--- config.mk ---
export PLATFORM = sky130hd
export DESIGN_NAME = actuator_cycle_sequencer
export DESIGN_NICKNAME = d
export VERILOG_FILES = /design/src/acs_pkg.sv /design/src/acs_cfg.sv /design/src/acs_core.sv /design/src/actuator_cycle_sequencer.sv
export SDC_FILE = /design/constraint.sdc
export NUM_CORES = 1
export LEC_CHECK = 0
export ABC_AREA = 1
export BUFFER_PORTS_ARGS = -buffer_cell sky130_fd_sc_hd__clkbuf_2
export CELL_PAD_IN_SITES_DETAIL_PLACEMENT = 0
export CELL_PAD_IN_SITES_GLOBAL_PLACEMENT = 1
export CORE_MARGIN = 10
export CORE_UTILIZATION = 35
export DETAILED_ROUTE_END_ITERATION = 16
export PLACE_DENSITY = 0.63
export SYNTH_ARGS = -nofsm -noshare
export SYNTH_HDL_FRONTEND = slang
export SYNTH_HIERARCHICAL = 1
export SYNTH_SLANG_ARGS = --single-unit
export TNS_END_PERCENT = 20
--- constraint.sdc ---
create_clock -name clk_i -period 4.7 [get_ports clk_i]
set_input_delay 0.235 -clock clk_i [delete_from_list [all_inputs] [get_ports clk_i]]
set_output_delay 0.235 -clock clk_i [all_outputs]
set_load 0.1 [all_outputs]
--- src/acs_pkg.sv ---
// Shared types, constants and helper functions for the actuator cycle sequencer.
package acs_pkg;

  localparam int unsigned TimerWidth = 16;
  localparam int unsigned CfgWidth   = 16;
  localparam int unsigned PressWidth = 3;
  localparam int unsigned AddrWidth  = 5;
  localparam int unsigned DataWidth  = 32;

  typedef logic [TimerWidth-1:0] timer_t;
  typedef logic [CfgWidth-1:0]   cfg_ticks_t;
  typedef logic [PressWidth-1:0] press_t;

  typedef enum logic [2:0] {
    PhExtend    = 3'd0,
    PhHoldZero  = 3'd1,
    PhRetract   = 3'd2,
    PhHoldSpeed = 3'd3,
    PhIdle      = 3'd4,
    PhPush      = 3'd5
  } phase_e;

  typedef enum logic [1:0] {
    PinsBrake   = 2'd0,
    PinsExtend  = 2'd1,
    PinsRetract = 2'd2,
    PinsStop    = 2'd3
  } pins_e;

  typedef enum logic [1:0] {
    OpTick  = 2'd0,
    OpSpeed = 2'd1,
    OpEstop = 2'd2
  } opcode_e;

  typedef enum logic [2:0] {
    RegRetractSlow = 3'd0,
    RegRetractMid  = 3'd1,
    RegRetractFast = 3'd2,
    RegHoldSlow    = 3'd3,
    RegHoldMid     = 3'd4,
    RegHoldFast    = 3'd5,
    RegPresses     = 3'd6
  } reg_idx_e;

  localparam cfg_ticks_t RetractSlowRst = 16'd3600;
  localparam cfg_ticks_t RetractMidRst  = 16'd5600;
  localparam cfg_ticks_t RetractFastRst = 16'd13000;
  localparam cfg_ticks_t HoldSlowRst    = 16'd3000;
  localparam cfg_ticks_t HoldMidRst     = 16'd8000;
  localparam cfg_ticks_t HoldFastRst    = 16'd10000;
  localparam press_t     PressesRst     = 3'd2;

  localparam cfg_ticks_t HoldZeroSlow = 16'd4800;
  localparam cfg_ticks_t HoldZeroMid  = 16'd12000;
  localparam cfg_ticks_t HoldZeroFast = 16'd5000;

  typedef struct packed {
    cfg_ticks_t retract_slow;
    cfg_ticks_t retract_mid;
    cfg_ticks_t retract_fast;
    cfg_ticks_t hold_slow;
    cfg_ticks_t hold_mid;
    cfg_ticks_t hold_fast;
    press_t     presses_needed;
  } cfg_t;

  typedef struct packed {
    pins_e        pins;
    phase_e       phase;
    logic [1:0]   speed;
    logic         listening;
  } result_t;

  // Saturate a 16-bit duration into the timer width.
  function automatic timer_t sat_load(input cfg_ticks_t d);
    logic [63:0] d64;
    logic [63:0] lim;
    d64 = 64'(d);
    lim = (64'd1 << TimerWidth) - 64'd1;
    return timer_t'((d64 > lim) ? lim : d64);
  endfunction

  function automatic cfg_ticks_t pick(input logic [1:0] sel, input cfg_ticks_t s,
                                      input cfg_ticks_t m, input cfg_ticks_t f);
    unique case (sel)
      2'd0:    return s;
      2'd1:    return m;
      default: return f;
    endcase
  endfunction

endpackage

--- src/acs_cfg.sv ---
// APB register file holding the sequencer durations and press threshold.
module acs_cfg (
  input  logic                          clk_i,
  input  logic                          rst_ni,
  input  logic                          psel,
  input  logic                          penable,
  input  logic                          pwrite,
  input  logic [acs_pkg::AddrWidth-1:0] paddr,
  input  logic [acs_pkg::DataWidth-1:0] pwdata,
  output logic [acs_pkg::DataWidth-1:0] prdata,
  output logic                          pready,
  output acs_pkg::cfg_t                 cfg_o
);
  import acs_pkg::*;

  cfg_t     cfg_q;
  reg_idx_e idx;
  logic     wr_en;

  assign pready = 1'b1;
  assign idx    = reg_idx_e'(paddr[AddrWidth-1:2]);
  assign wr_en  = psel & penable & pwrite & pready;

  always_ff @(posedge clk_i or negedge rst_ni) begin
    if (!rst_ni) begin
      cfg_q.retract_slow   <= RetractSlowRst;
      cfg_q.retract_mid    <= RetractMidRst;
      cfg_q.retract_fast   <= RetractFastRst;
      cfg_q.hold_slow      <= HoldSlowRst;
      cfg_q.hold_mid       <= HoldMidRst;
      cfg_q.hold_fast      <= HoldFastRst;
      cfg_q.presses_needed <= PressesRst;
    end else if (wr_en) begin
      unique case (idx)
        RegRetractSlow: cfg_q.retract_slow   <= pwdata[CfgWidth-1:0];
        RegRetractMid:  cfg_q.retract_mid    <= pwdata[CfgWidth-1:0];
        RegRetractFast: cfg_q.retract_fast   <= pwdata[CfgWidth-1:0];
        RegHoldSlow:    cfg_q.hold_slow      <= pwdata[CfgWidth-1:0];
        RegHoldMid:     cfg_q.hold_mid       <= pwdata[CfgWidth-1:0];
        RegHoldFast:    cfg_q.hold_fast      <= pwdata[CfgWidth-1:0];
        RegPresses:     cfg_q.presses_needed <= pwdata[PressWidth-1:0];
        default: ;
      endcase
    end
  end

  always_comb begin
    unique case (idx)
      RegRetractSlow: prdata = DataWidth'(cfg_q.retract_slow);
      RegRetractMid:  prdata = DataWidth'(cfg_q.retract_mid);
      RegRetractFast: prdata = DataWidth'(cfg_q.retract_fast);
      RegHoldSlow:    prdata = DataWidth'(cfg_q.hold_slow);
      RegHoldMid:     prdata = DataWidth'(cfg_q.hold_mid);
      RegHoldFast:    prdata = DataWidth'(cfg_q.hold_fast);
      RegPresses:     prdata = DataWidth'(cfg_q.presses_needed);
      default:        prdata = '0;
    endcase
  end

  assign cfg_o = cfg_q;

endmodule

--- src/acs_core.sv ---
// Sequencer state and next-state logic for one request per cycle while en_i is high.
module acs_core (
  input  logic              clk_i,
  input  logic              rst_ni,
  input  logic              en_i,
  input  logic [1:0]        op_i,
  input  logic              sw_i,
  input  logic              pwr_i,
  input  acs_pkg::cfg_t     cfg_i,
  output acs_pkg::result_t  res_o
);
  import acs_pkg::*;

  phase_e     phase_q, phase_d;
  phase_e     resume_q, resume_d;
  timer_t     timer_q, timer_d;
  logic       run_q, run_d;
  logic [1:0] speed_q, speed_d;
  press_t     press_q, press_d;
  logic       listen_q, listen_d;
  pins_e      pins_q, pins_d;

  always_ff @(posedge clk_i or negedge rst_ni) begin
    if (!rst_ni) begin
      phase_q  <= PhExtend;
      resume_q <= PhExtend;
      timer_q  <= '0;
      run_q    <= 1'b0;
      speed_q  <= '0;
      press_q  <= '0;
      listen_q <= 1'b0;
      pins_q   <= PinsExtend;
    end else if (en_i) begin
      phase_q  <= phase_d;
      resume_q <= resume_d;
      timer_q  <= timer_d;
      run_q    <= run_d;
      speed_q  <= speed_d;
      press_q  <= press_d;
      listen_q <= listen_d;
      pins_q   <= pins_d;
    end
  end

  always_comb begin
    press_t need;
    press_t press_inc;
    timer_t t_dec;
    logic   push_req;

    phase_d  = phase_q;
    resume_d = resume_q;
    timer_d  = timer_q;
    run_d    = run_q;
    speed_d  = speed_q;
    press_d  = press_q;
    listen_d = listen_q;
    pins_d   = pins_q;

    need      = (cfg_i.presses_needed == '0) ? press_t'(1) : cfg_i.presses_needed;
    press_inc = press_q + press_t'(1);
    t_dec     = (timer_q != '0) ? timer_q - timer_t'(1) : timer_q;
    push_req  = 1'b0;

    unique case (op_i)
      OpTick: begin
        if (phase_q == PhPush) begin
          // timers stay frozen while pushing
          if (sw_i) begin
            pins_d  = PinsBrake;
            phase_d = resume_q;
          end
        end else if (phase_q == PhExtend) begin
          if (sw_i) begin
            press_d = press_inc;
            if (press_inc >= need) begin
              press_d = '0;
              pins_d  = PinsStop;
              phase_d = PhHoldZero;
              timer_d = sat_load(pick(speed_q, HoldZeroSlow, HoldZeroMid, HoldZeroFast));
              run_d   = 1'b1;
            end
          end
        end else if (run_q) begin
          timer_d = t_dec;
          if (t_dec == '0) begin
            run_d = 1'b0;
            unique case (phase_q)
              PhHoldZero: begin
                if (pwr_i) begin
                  listen_d = 1'b0;
                  pins_d   = PinsRetract;
                  phase_d  = PhRetract;
                  timer_d  = sat_load(pick(speed_q, cfg_i.retract_slow,
                                           cfg_i.retract_mid, cfg_i.retract_fast));
                  run_d    = 1'b1;
                end else begin
                  phase_d = PhIdle;
                end
              end
              PhRetract: begin
                listen_d = 1'b1;
                pins_d   = PinsStop;
                phase_d  = PhHoldSpeed;
                timer_d  = sat_load(pick(speed_q, cfg_i.hold_slow,
                                         cfg_i.hold_mid, cfg_i.hold_fast));
                run_d    = 1'b1;
              end
              PhHoldSpeed: begin
                pins_d  = PinsExtend;
                phase_d = PhExtend;
              end
              default: ;
            endcase
          end
        end
      end
      OpSpeed: begin
        push_req = listen_q;
        speed_d  = (speed_q < 2'd2) ? speed_q + 2'd1 : 2'd0;
      end
      OpEstop: begin
        push_req = !pwr_i;
      end
      default: ;
    endcase

    // drive out to the switch, or brake at once if already there
    if (push_req && phase_q != PhPush) begin
      if (sw_i) begin
        pins_d = PinsBrake;
      end else begin
        resume_d = phase_q;
        phase_d  = PhPush;
        pins_d   = PinsExtend;
      end
    end
  end

  assign res_o.pins      = pins_d;
  assign res_o.phase     = phase_d;
  assign res_o.speed     = speed_d;
  assign res_o.listening = listen_d;

  a_resume_not_push: assert property (@(posedge clk_i) disable iff (!rst_ni)
    resume_q != PhPush) else $error("push return phase is push");

  a_timer_phase: assert property (@(posedge clk_i) disable iff (!rst_ni)
    run_q |-> (phase_q != PhExtend && phase_q != PhIdle))
    else $error("timer running in an untimed phase");

  a_retract_quiet: assert property (@(posedge clk_i) disable iff (!rst_ni)
    phase_q == PhRetract |-> !listen_q) else $error("listening while retracting");

  a_push_pins: assert property (@(posedge clk_i) disable iff (!rst_ni)
    phase_q == PhPush |-> pins_q == PinsExtend) else $error("push without extend pins");

endmodule

--- src/actuator_cycle_sequencer.sv ---
// Actuator cycle sequencer: input register, next-state core, result register.
// A request is held in the input register; the core's result for it is then held in the result register.
// Throughput: one request per cycle when not stalled; the result register frees the input side.
// The input stage advances whenever the result register is empty or being taken.
// Reset (rst_ni low, asynchronous) clears both stages, extends the actuator and
// restores the register defaults.
module actuator_cycle_sequencer (
  input  logic                          clk_i,
  input  logic                          rst_ni,
  input  logic                          s_axis_tvalid,
  output logic                          s_axis_tready,
  input  logic [7:0]                    s_axis_tdata,  // switch_pressed, power_on, zero pad
  input  logic [1:0]                    s_axis_tuser,  // opcode
  output logic                          m_axis_tvalid,
  input  logic                          m_axis_tready,
  output logic [7:0]                    m_axis_tdata,  // drive_a, drive_b, phase, speed_index, listening
  input  logic                          psel,
  input  logic                          penable,
  input  logic                          pwrite,
  input  logic [acs_pkg::AddrWidth-1:0] paddr,
  input  logic [acs_pkg::DataWidth-1:0] pwdata,
  output logic [acs_pkg::DataWidth-1:0] prdata,
  output logic                          pready
);
  import acs_pkg::*;

  cfg_t       cfg;
  result_t    res;
  result_t    out_q;
  logic       in_vld_q, out_vld_q;
  logic [1:0] op_q;
  logic       sw_q, pwr_q;
  logic       advance;

  assign advance       = in_vld_q && (!out_vld_q || m_axis_tready);
  assign s_axis_tready = !in_vld_q || advance;

  always_ff @(posedge clk_i or negedge rst_ni) begin
    if (!rst_ni) begin
      in_vld_q  <= 1'b0;
      out_vld_q <= 1'b0;
    end else begin
      if (s_axis_tready) in_vld_q <= s_axis_tvalid;
      if (advance) begin
        out_vld_q <= 1'b1;
      end else if (m_axis_tready) begin
        out_vld_q <= 1'b0;
      end
    end
  end

  always_ff @(posedge clk_i) begin
    if (s_axis_tready && s_axis_tvalid) begin
      op_q  <= s_axis_tuser;
      sw_q  <= s_axis_tdata[0];
      pwr_q <= s_axis_tdata[1];
    end
    if (advance) out_q <= res;
  end

  acs_cfg u_cfg (
    .clk_i   (clk_i),
    .rst_ni  (rst_ni),
    .psel    (psel),
    .penable (penable),
    .pwrite  (pwrite),
    .paddr   (paddr),
    .pwdata  (pwdata),
    .prdata  (prdata),
    .pready  (pready),
    .cfg_o   (cfg)
  );

  acs_core u_core (
    .clk_i  (clk_i),
    .rst_ni (rst_ni),
    .en_i   (advance),
    .op_i   (op_q),
    .sw_i   (sw_q),
    .pwr_i  (pwr_q),
    .cfg_i  (cfg),
    .res_o  (res)
  );

  assign m_axis_tvalid = out_vld_q;
  assign m_axis_tdata  = {out_q.listening, out_q.speed, out_q.phase,
                          out_q.pins[0], out_q.pins[1]};

endmodule

# ---- After elaboration in Yosys (flattened, before gate mapping)
# Cells that the tools add are included.
dict set report op_classes {
  reduce_logical 28
  n_mux 57
  n_addsub 3
  n_eq_ne 16
  n_lt_le_gt_ge 2
  bitwise_logic 3
}
# operator count
set op_table {}
lappend op_table {{2-to-1 mux 16 bit} 7}
lappend op_table {{case mux 16 bit (7 select lines)} 1}
lappend op_table {{case mux 16 bit (2 select lines)} 3}
lappend op_table {{2-to-1 mux 3 bit} 13}
lappend op_table {{case mux 14 bit (2 select lines)} 1}
lappend op_table {{2-to-1 mux 2 bit} 12}
lappend op_table {{logical NOT 16 bit} 1}
lappend op_table {{AND reduction 2 bit} 8}
lappend op_table {{nonzero test 16 bit} 1}
lappend op_table {{subtractor 16 x 1 -> 16 bit, second input constant} 1}
lappend op_table {{2-to-1 mux 1 bit} 15}
lappend op_table {{== test 3 x 2 -> 1 bit, second input constant} 4}
lappend op_table {{== test 3 bit, second input constant} 4}
lappend op_table {{AND reduction 5 bit} 2}
lappend op_table {{logical NOT 3 bit} 3}
lappend op_table {{case mux 3 bit (3 select lines)} 1}
lappend op_table {{== test 3 x 1 -> 1 bit, second input constant} 2}
lappend op_table {{case mux 1 bit (2 select lines)} 3}
lappend op_table {{case mux 2 bit (3 select lines)} 1}
lappend op_table {{AND reduction 6 bit} 1}
lappend op_table {{== test 2 x 1 -> 1 bit, second input constant} 2}
lappend op_table {{logical NOT 2 bit} 2}
lappend op_table {{!= test 2 bit, second input constant} 2}
lappend op_table {{nonzero test 2 bit} 2}
lappend op_table {{other kinds (11)} 17}
dict set report word_totals {
  out_inout_bits 43
  elab_cells 133
  in_bits 54
  ff_bits 144
}

# ---- Longest topological paths before layout
# Gate-level depths: netlist (run 1).
dict set report depth {
  depth_word 10
  depth_mapped 21
  mapped_depth_nobuf 21
}

# ---- Hierarchy
# Netlist (run 1), hierarchy kept.
# module cells_per_inst seq_area_each_um2 area_per_inst_um2 n_inst
set by_module_without_submodules {}
lappend by_module_without_submodules {acs_cfg 665 2521.2 5203.7 1}
lappend by_module_without_submodules {acs_core 544 777.0 3440.8 1}
lappend by_module_without_submodules {actuator_cycle_sequencer 24 410.4 455.4 1}

# ---- Worst setup path before layout (run 1)
# Ideal clock, no wire load.
dict set report synth_path {
  path_kind {reg-to-reg}
  start {register out_vld_q (netlist: m_axis_tvalid)}
  end {register u_core.timer_q[9]}
  period_less_slack_ns 2.767
  required_time_ns 4.568
  stages_incl_launch_ff 10
  path_slack_ns 1.933
  setup_ns 0.132
  n_path_buf 1
  arrival_ns 2.634
  path_cell_list {dfrtp_1 > a21oi_1 > nand2_1 > nor2_1 > inv_2 > a21oi_2 > inv_2 > buf_2 > a21oi_1 > a32oi_1}
}
dict set report synth_between {
  elab_chain_cells 4
}
# element line_no
set synth_rtl {}
lappend synth_rtl {{start, declared} actuator_cycle_sequencer.sv:30} ;# logic in_vld_q, out_vld_q;
lappend synth_rtl {{start signal, assigned} actuator_cycle_sequencer.sv:41} ;# out_vld_q <= 1'b0;
lappend synth_rtl {{start signal, assigned} actuator_cycle_sequencer.sv:45} ;# out_vld_q <= 1'b1;
lappend synth_rtl {{start signal, assigned} actuator_cycle_sequencer.sv:47} ;# out_vld_q <= 1'b0;
lappend synth_rtl {{logical NOT 1 bit} actuator_cycle_sequencer.sv:35} ;# assign advance = in_vld_q && (!out_vld_q || m_axis_tready);
lappend synth_rtl {{logical OR 1 bit} actuator_cycle_sequencer.sv:35}
lappend synth_rtl {{logical AND 1 bit} actuator_cycle_sequencer.sv:35}
lappend synth_rtl {{named net advance} actuator_cycle_sequencer.sv:33} ;# logic advance;
lappend synth_rtl {{AND reduction 6 bit (no source line)} n/a}
lappend synth_rtl {{end signal, assigned} acs_core.sv:36} ;# timer_q <= timer_d;
lappend synth_rtl {{end, declared} acs_core.sv:16} ;# timer_t timer_q, timer_d;
# The timed path passes the listed nets, and every way through them passes these cells.
# A chain may end at the register's enable or synchronous reset.

# ---- Worst setup path in the final report (run 1)
dict set report layout_path {
  start {register u_core.press_q[0]}
  end {register u_core.timer_q[12]}
}
dict set report layout_between {
  elab_chain_cells 4
}
# element line_no
set layout_rtl {}
lappend layout_rtl {{start, declared} acs_core.sv:19} ;# press_t press_q, press_d;
lappend layout_rtl {{start signal, assigned} acs_core.sv:39} ;# press_q <= press_d;
lappend layout_rtl {{adder 3 x 1 -> 3 bit} acs_core.sv:61} ;# press_inc = press_q + press_t'(1);
lappend layout_rtl {{greater-or-equal comparator 3 bit} acs_core.sv:76} ;# if (press_inc >= need) begin
lappend layout_rtl {{!= test 2 bit (no source line)} n/a}
lappend layout_rtl {{AND reduction 6 bit (no source line)} n/a}
# Every way passes these cells.

==> summary.txt, run 1 <==
Drt
  • Number of remaining DRC errors: 0
  • Via density: ~5.3
  • DR vias: 8427
  • Initial DRC Count: approximately 580
  • Final ANT Viol Nets: 0
  • Wire per inst: ~20 um
  • Final wirelength: between 30000 and 40000 um
  • 1st-pass router iterations: 5

Worst hold path
  • Hold path start: m_axis_tready
  • WHS Path Cells: 4
  • HP Class: primary input to flop
  • WHS Endpoint: m_axis_tvalid

GRT
  • Largest net degree at the start of global routing: slightly above 100
  • Vias in the first global route: 8012
  • GRT overflow: 0
  • Antenna violations before repair: 0
  • Met1 Use GR: around a quarter
  • GRT busiest layer: met2
  • GR Util met3: about 2.6%
  • Global Route Usage Sum: between 10% and 20%
  • Met2 Usage GRT: between 20% and 30%
  • First-pass GRT wire length: between 40000 and 50000 um

Die
  • Core Area: between 20000 and 30000 um^2
  • # IOs: 97
  • Die Wd: between 150 and 200 um
  • # rows: 58
  • Die Y: ~180 um
  • Die Footprint: 32850 um^2
  • Initial core utilization: between 30 and 40%

Logic synthesis
  • Syn Inst Count: ~1200
  • Yosys top cell by area: dfrtp_1
  • Syn Std Cell Area: 9100 um^2
  • Synth async-reset ratio: 91.67%
  • Avg Inst Size Synth: around 7.4 um^2
  • Synth cell types: 48
  • Post-synthesis register bit count: approximately 140
  • Share of the yosys chip area belonging to registers: around two fifths
  • Top-area cell type share of the netlist area: 26.40%
  • Top post-synthesis cells by area: dfrtp_1 (26%), nand2_1 (17%), dfstp_2 (10%)
  • EDFF count, synth: 12
  • Post-synth top flop: dfrtp_1
  • Syn. warnings: 6

Place
  • RD Place Congestion: between 0.7 and 0.8
  • Area post-placement: 9508 um^2
  • Hpwl dp: around 20000 um
  • Port Buffers: 55

Final layout
  • N_diodes: 0
  • Total Nets Final: approximately 1300
  • Share of cells above drive strength 1: between 10% and 20%
  • Area of the multi-input gates: ~4600 um^2
  • Util after Layout: between 40 and 50%
  • Seq. cell area: between 3000 and 4000 um^2
  • Most frequent cells in the layout: nand2_1 (414), o21ai_0 (120), dfrtp_1 (96)
  • Synthesis-to-finish area growth: 11.70%
  • Fillers: between 2000 and 3000
  • Commonest non-fill, non-tap cell in the layout: nand2_1
  • Final Cell Area: 10160 um^2

Critical path
  • Crit. End Element: flop
  • Cell Chain, Critical Path: ha_1 -> xnor2_1 -> inv_1 -> ha_1 -> nand2_1 -> o211ai_1 -> a31oi_1 -> nor2_1 -> inv_2 -> a21oi_2 -> inv_2 -> a21oi_2 -> o21ai_1 -> o21ai_1
  • Worst reg2reg startpoint: u_core/press_q[0]
  • Setup crit start kind: flop
  • CP top delay family: compound AO/OA/AOI/OAI gates
  • CP Max Fanout: 13
  • Buf/Inv on CP: 3
  • Reg-to-reg slack, setup: between 1 and 1.5 ns
  • Crit path arrival time: 3.60 ns
  • Worst R2R Path Depth: 14
  • FF-to-FF End: u_core/timer_q[12]
  • WP data required: ~5 ns
  • Critical Path Slowest Stage Cell: dfrtp_1
  • Critical path's largest stage delay: slightly above 0.4 ns
  • Critical path class: flop to flop

Timing
  • Least-Margin Pin Slew: approximately 1.0 ns
  • Top achievable clock speed: 0.3078 GHz
  • RSZ-0062 raised after global routing: false
  • Rel. slew slack: between 30% and 40%
  • Fin. Hold Viols: 0
  • Min cycle time layout: 3.249 ns
  • Skew final: ~0.018 ns
  • Setup-failing EPs final: 0
  • Total Neg Setup Slack: 0 ns
  • Fin. max-slew vios: 0
  • Final Cycle Share: between 60 and 70%

Outcome
  • Outcome: completed

Power and ir drop
  • Pwr Density: 528.9 nW/um^2
  • Max VDD drop: just over 300 uV
  • P_leak: 0.004980 uW

CTS
  • CTS clk-pin slew, worst paths: 0.07 ns
  • CTS sink cnt: around 140
  • CTS buffer count: 17
  • CTS tree: yes
  • Quantity of gates resized following cts: 0
  • Root Buffer: clkbuf_16
  • Clk buf depth: 2
  • Clk_lat worst skew: 0.43 ns
  • H-Tree Level Count: 4

Run
  • Max_cap viols: 0
-- cells in the mapped netlist (2+ instances only) --
library cell  number
a21oi_1           41
a21oi_2            3
a221oi_1          16
a22o_1            13
a22oi_1            3
a22oi_2            3
a31oi_1            3
a32oi_1            2
buf_1              6
buf_2             25
buf_4             22
buf_6              5
clkbuf_1          24
clkbuf_2           2
conb_1             2
dfrtp_1           96
dfstp_2           36
edfxtp_1          12
ha_1               9
inv_1             85
inv_2              7
inv_4              3
nand2_1          414
nand2_2           13
nand2_4            5
nand3_1           92
nand3_2            5
nand4_1           40
nor2_1            61
nor2_2             9
nor2_4            10
nor2_8             4
o211ai_1           7
o211ai_2           8
o21a_1             2
o21ai_0          120
o21ai_1           12
xor2_1             3
-- report_power, final --
part	total (uW)	internal (uW)	switching, uW
logic	2140	553	1590
registers	1830	1590	244
clock network	1400	800	601
-- through the flow --
| step | total power, uW | hold WS (ns) | setup slack [ns] | cells |
|---|---|---|---|---|
| 2_1_floorplan | 3367 | -0.06059 | 1.933 | 1248 |
| 3_3_place_gp | 3966 | 0.4134 | 1.449 | 1564 |
| 3_5_place_dp | 3974 | 0.4140 | 1.457 | 1564 |
| 4_1_cts | 5399 | 0.03600 | 1.432 | 1602 |
| 5_1_grt | 5705 | 0.05448 | 1.166 | 1602 |
| 6_report | 5376 | 0.05405 | 1.451 | 1602 |
-- metal layers --
layer | routed length (um) | vias to the layer above
met5 | 0 | -
met4 | 243 | 0
met3 | 1438 | 16
met2 | 14420 | 222
met1 | 15240 | 4076
li1 | - | 4113
-- state kept, by name, summed over array words and instances, names as in the netlist, 2 cells and up --
| signal | flops |
|---|---|
| u_core/resume_q | 3 |
| u_cfg/cfg_o | 99 |
| u_core/pins_q | 2 |
| u_core/press_q | 3 |
| op_q | 2 |
| m_axis_tdata | 8 |
| u_core/phase_q | 3 |
| u_core/timer_q | 16 |
| u_core/speed_q | 2 |
-- kinds of logic (layout without fill, tap and decap cells) --
| family | Yosys count | in the layout | share of synthesized area, % |
|---|---|---|---|
| multiplexers | 1 | 1 | 0.1237 |
| AO/OA/AOI/OAI | 237 | 237 | 15.83 |
| AND/OR/NAND/NOR | 656 | 656 | 32.39 |
| adder cells (fa/ha/maj) | 9 | 9 | 1.237 |
| buffers and inverters | 180 | 204 | 9.198 |
| flip-flops | 144 | 144 | 40.75 |
| XOR/XNOR | 4 | 4 | 0.3851 |
| other | 2 | 17 | 0.08253 |
-- tightest hold or removal path: cells and delay by family --
kind	cells	cell delay [ns]
AND/OR/NAND/NOR	2	0.09
buffers and inverters	2	0.12
-- what timing repair did --
action,CTS,global route
setup buffers,0,0
hold endpoints to repair,28,0
hold buffers,6,0
-- final cells by class --
cell class / count / area share, %
Sequential cell: 144 / 36.48
Inverter: 96 / 3.619
Tap cell: 330 / 4.062
Timing Repair Buffer: 76 / 4.468
Clock buffer: 20 / 4.702
Multi-Input combinational cell: 924 / 45.50
Clock inverter: 12 / 1.169
-- worst max-delay path by stage --
stage	startpoint	to	slack, ns	depth (start not counted)
6_report	u_core/press_q[0]	u_core/timer_q[12]	1.45	14
4_1_cts	u_core/press_q[0]	u_core/timer_q[12]	1.43	14
3_5_place_dp	u_core/press_q[0]	u_core/timer_q[12]	1.46	14
2_1_floorplan	m_axis_tvalid	u_core/timer_q[9]	1.93	9
3_3_place_gp	u_core/press_q[0]	u_core/timer_q[12]	1.45	14
5_1_grt	u_core/press_q[0]	u_core/timer_q[12]	1.17	14
Power figures use the tool's default switching activity.
==> run 2, diff against run 1 <==
Settings changed: PLACE_DENSITY 0.63 to 0.66.
Clock period 4.7 ns to 2.95 ns, I/O delays scaled along.
==> summary.txt, run 2 (synthesis gave the netlist of run 1 again) <==
Final layout
  • Most frequent cells in the layout: nand2_1 (414), o21ai_0 (120), dfrtp_1 (96)
  • Area of the multi-input gates: 4633 um^2 (+0.19%)
  • N_diodes: 0 (unchanged)
  • Total Nets Final: 1352 (+2.3%)
  • Final Cell Area: 10460 um^2 (+2.9%)
  • Commonest non-fill, non-tap cell in the layout: nand2_1
  • Synthesis-to-finish area growth: 14.97%
  • Seq. cell area: 3709 um^2 (unchanged)
  • Fillers: 2683 (-3.0%)
  • Share of cells above drive strength 1: 18.05% (+1.1 points)
  • Max reg flops: 99 (unchanged)

Drt
  • Met3 routed WL: 1495 um (+4.0%)
  • 1st-pass router iterations: 5 (unchanged)
  • DR top layer: met5
  • Initial DRC Count: 671 (+16%)
  • Wire per inst: 18.96 um (-3.1%)
  • WL met2: 14440 um (+0.12%)
  • Via density: 5.206 (-1.0%)
  • Metal1 wirelength: 14720 um (-3.4%)
  • Final ANT Viol Nets: 0 (unchanged)
  • DR vias: 8496 (+0.82%)
  • Final wirelength: 30950 um (-1.3%)
  • Number of remaining DRC errors: 0 (unchanged)

Timing
  • Skew final: 0.01238 ns (-0.005153 ns)
  • Least-Margin Pin Slew: 0.8103 ns (-0.2182 ns)
  • Setup-failing EPs final: 0 (unchanged)
  • Fin. Hold Viols: 0 (unchanged)
  • Total Neg Setup Slack: 0 ns (unchanged)
  • Top achievable clock speed: 0.3646 GHz (+18%)
  • Rel. slew slack: 45.98% (+15 points)
  • Fin. max-slew vios: 0 (unchanged)
  • RSZ-0062 raised after global routing: true
  • Setup ws final: 0.2076 ns (-1.243 ns)
  • Min cycle time layout: 2.742 ns (-0.5066 ns)
  • Final Cycle Share: 92.96% (+24 points)

Worst hold path
  • WHS Path Cells: 3 (-1)
  • HP Class: primary input to flop

Power and ir drop
  • Pwr Density: 824.7 nW/um^2 (+56%)
  • Max VDD drop: 354.0 uV (+15%)
  • P_leak: 0.005135 uW (+3.1%)

CTS
  • CTS buffer count: 17 (unchanged)
  • CTS sink cnt: 144 (unchanged)
  • H-Tree Level Count: 4 (unchanged)
  • CTS tree: yes
  • CTS clk-pin slew, worst paths: 0.06 ns (about the same)
  • Root Buffer: clkbuf_16
  • Clk buf depth: 2 (unchanged)
  • Clk_lat worst skew: 0.43 ns (about the same)
  • Postcts setup bufs: 0 (unchanged)

GRT
  • GRT overflow: 0 (unchanged)
  • Largest net degree at the start of global routing: 73 (-28%)
  • First-pass GRT wire length: 48930 um (+0.47%)
  • Antenna violations before repair: 1 (+1)
  • Vias in the first global route: 8395 (+4.8%)
  • Global Route Usage Sum: 18.71% (about the same)

Outcome
  • Outcome: completed

Critical path
  • Crit. End Element: flop
  • WP data required: 3.25 ns (-1.80 ns)
  • Critical path class: flop to flop
  • Worst R2R Path Depth: 14 (unchanged)
  • CP Max Fanout: 9 (-4)
  • Crit path arrival time: 3.04 ns (-0.56 ns)
  • Setup crit start kind: flop

Run
  • Max_cap viols: 0 (unchanged)

Place
  • DP Worst Slack: 0.2135 ns (-1.244 ns)
  • Port Buffers: 55 (unchanged)
  • RD Place Congestion: 0.8545 (+8.2%)
  • Hpwl dp: 21040 um (+4.1%)
  • Area post-placement: 9676 um^2 (+1.8%)

Die
  • # IOs: 97 (unchanged)
  • Core Area: 25400 um^2 (unchanged)
  • Die Y: 181.2 um (unchanged)
  • Die Footprint: 32850 um^2 (unchanged)
  • Die Wd: 181.2 um (unchanged)
  • # rows: 58 (unchanged)
  • Initial core utilization: 35.83% (unchanged)
## run 2: cell count changes in the layout (fill, tap and decap cells not counted), moves of 2 or more
| cell | change |
|---|---|
| dlygate4sd3_1 | +12 |
| buf_12 | +3 |
| buf_4 | +15 |
| clkbuf_8 | -2 |
| inv_8 | +2 |
## run 2: routing by layer
layer / GRT usage (%) / up-vias
li1: - / 4169
met1: 25.46 / 4051
met2: 30.32 / 249
met3: 3.277 / 25
met4: 3.970 / 2
met5: 0 / -
## run 2: area by class of cell
type	count	share of cell area, %
Clock buffer	18	4.305
Clock inverter	14	1.363
Inverter	96	3.516
Multi-Input combinational cell	924	44.28
Sequential cell	144	35.45
Tap cell	330	3.946
Timing Repair Buffer	106	7.139
## run 2: worst paths after layout
| kind | slack, ns | startpoint | to |
|---|---|---|---|
| worst min register to register | 0.48 | u_cfg/cfg_o[92] | u_cfg/cfg_o[92] |
| max in group asynchronous | 1.84 | rst_ni | u_cfg/cfg_o[39] |
| worst min-delay path | 0.01 | pwdata[12] | u_cfg/cfg_o[31] |
| min in group asynchronous | 0.30 | rst_ni | u_cfg/cfg_o[45] |
| worst max-delay path | 0.21 | u_core/press_q[0] | u_core/timer_q[9] |
| worst max register to register | 0.21 | u_core/press_q[0] | u_core/timer_q[9] |
## run 2: metrics by stage
| step | hold slack [ns] | total power, uW | util [%] | instances |
|---|---|---|---|---|
| after floorplan | -0.1481 | 5364 | - | 1248 |
| after global placement | 0.2221 | 6365 | 38.09 | 1582 |
| after detailed placement | 0.2208 | 6372 | 38.09 | 1582 |
| after CTS | 0.003176 | 8630 | 41.14 | 1632 |
| after global routing | 0.01330 | 9178 | 41.19 | 1632 |
| final | 0.01013 | 8628 | 41.19 | 1632 |
## run 2: repair_timing
action | 4_1_cts | 5_1_grt
setup endpoints to repair | 0 | 6
hold buffers | 18 | 0
endpoints found under the hold margin | 85 | 0
gates resized for setup | 0 | 3
## run 2: report_power, final
| group | switching, uW | total, uW | internal (uW) |
|---|---|---|---|
| sequential | 409 | 2940 | 2530 |
| clock | 978 | 2220 | 1240 |
| combinational | 2500 | 3470 | 964 |
| total | 3890 | 8630 | 4740 |
## run 2: worst max-delay path, cell delays in order (launching register included)
cell      delay [ns]
dfrtp_1         0.41
ha_1            0.22
xnor2_1         0.18
inv_1           0.06
ha_1            0.31
nand2_1         0.06
o211ai_1        0.32
a31oi_1         0.19
nor2_1          0.15
inv_2           0.07
a21oi_2         0.13
inv_2           0.10
buf_4           0.19
a21oi_1         0.13
a32oi_1         0.10
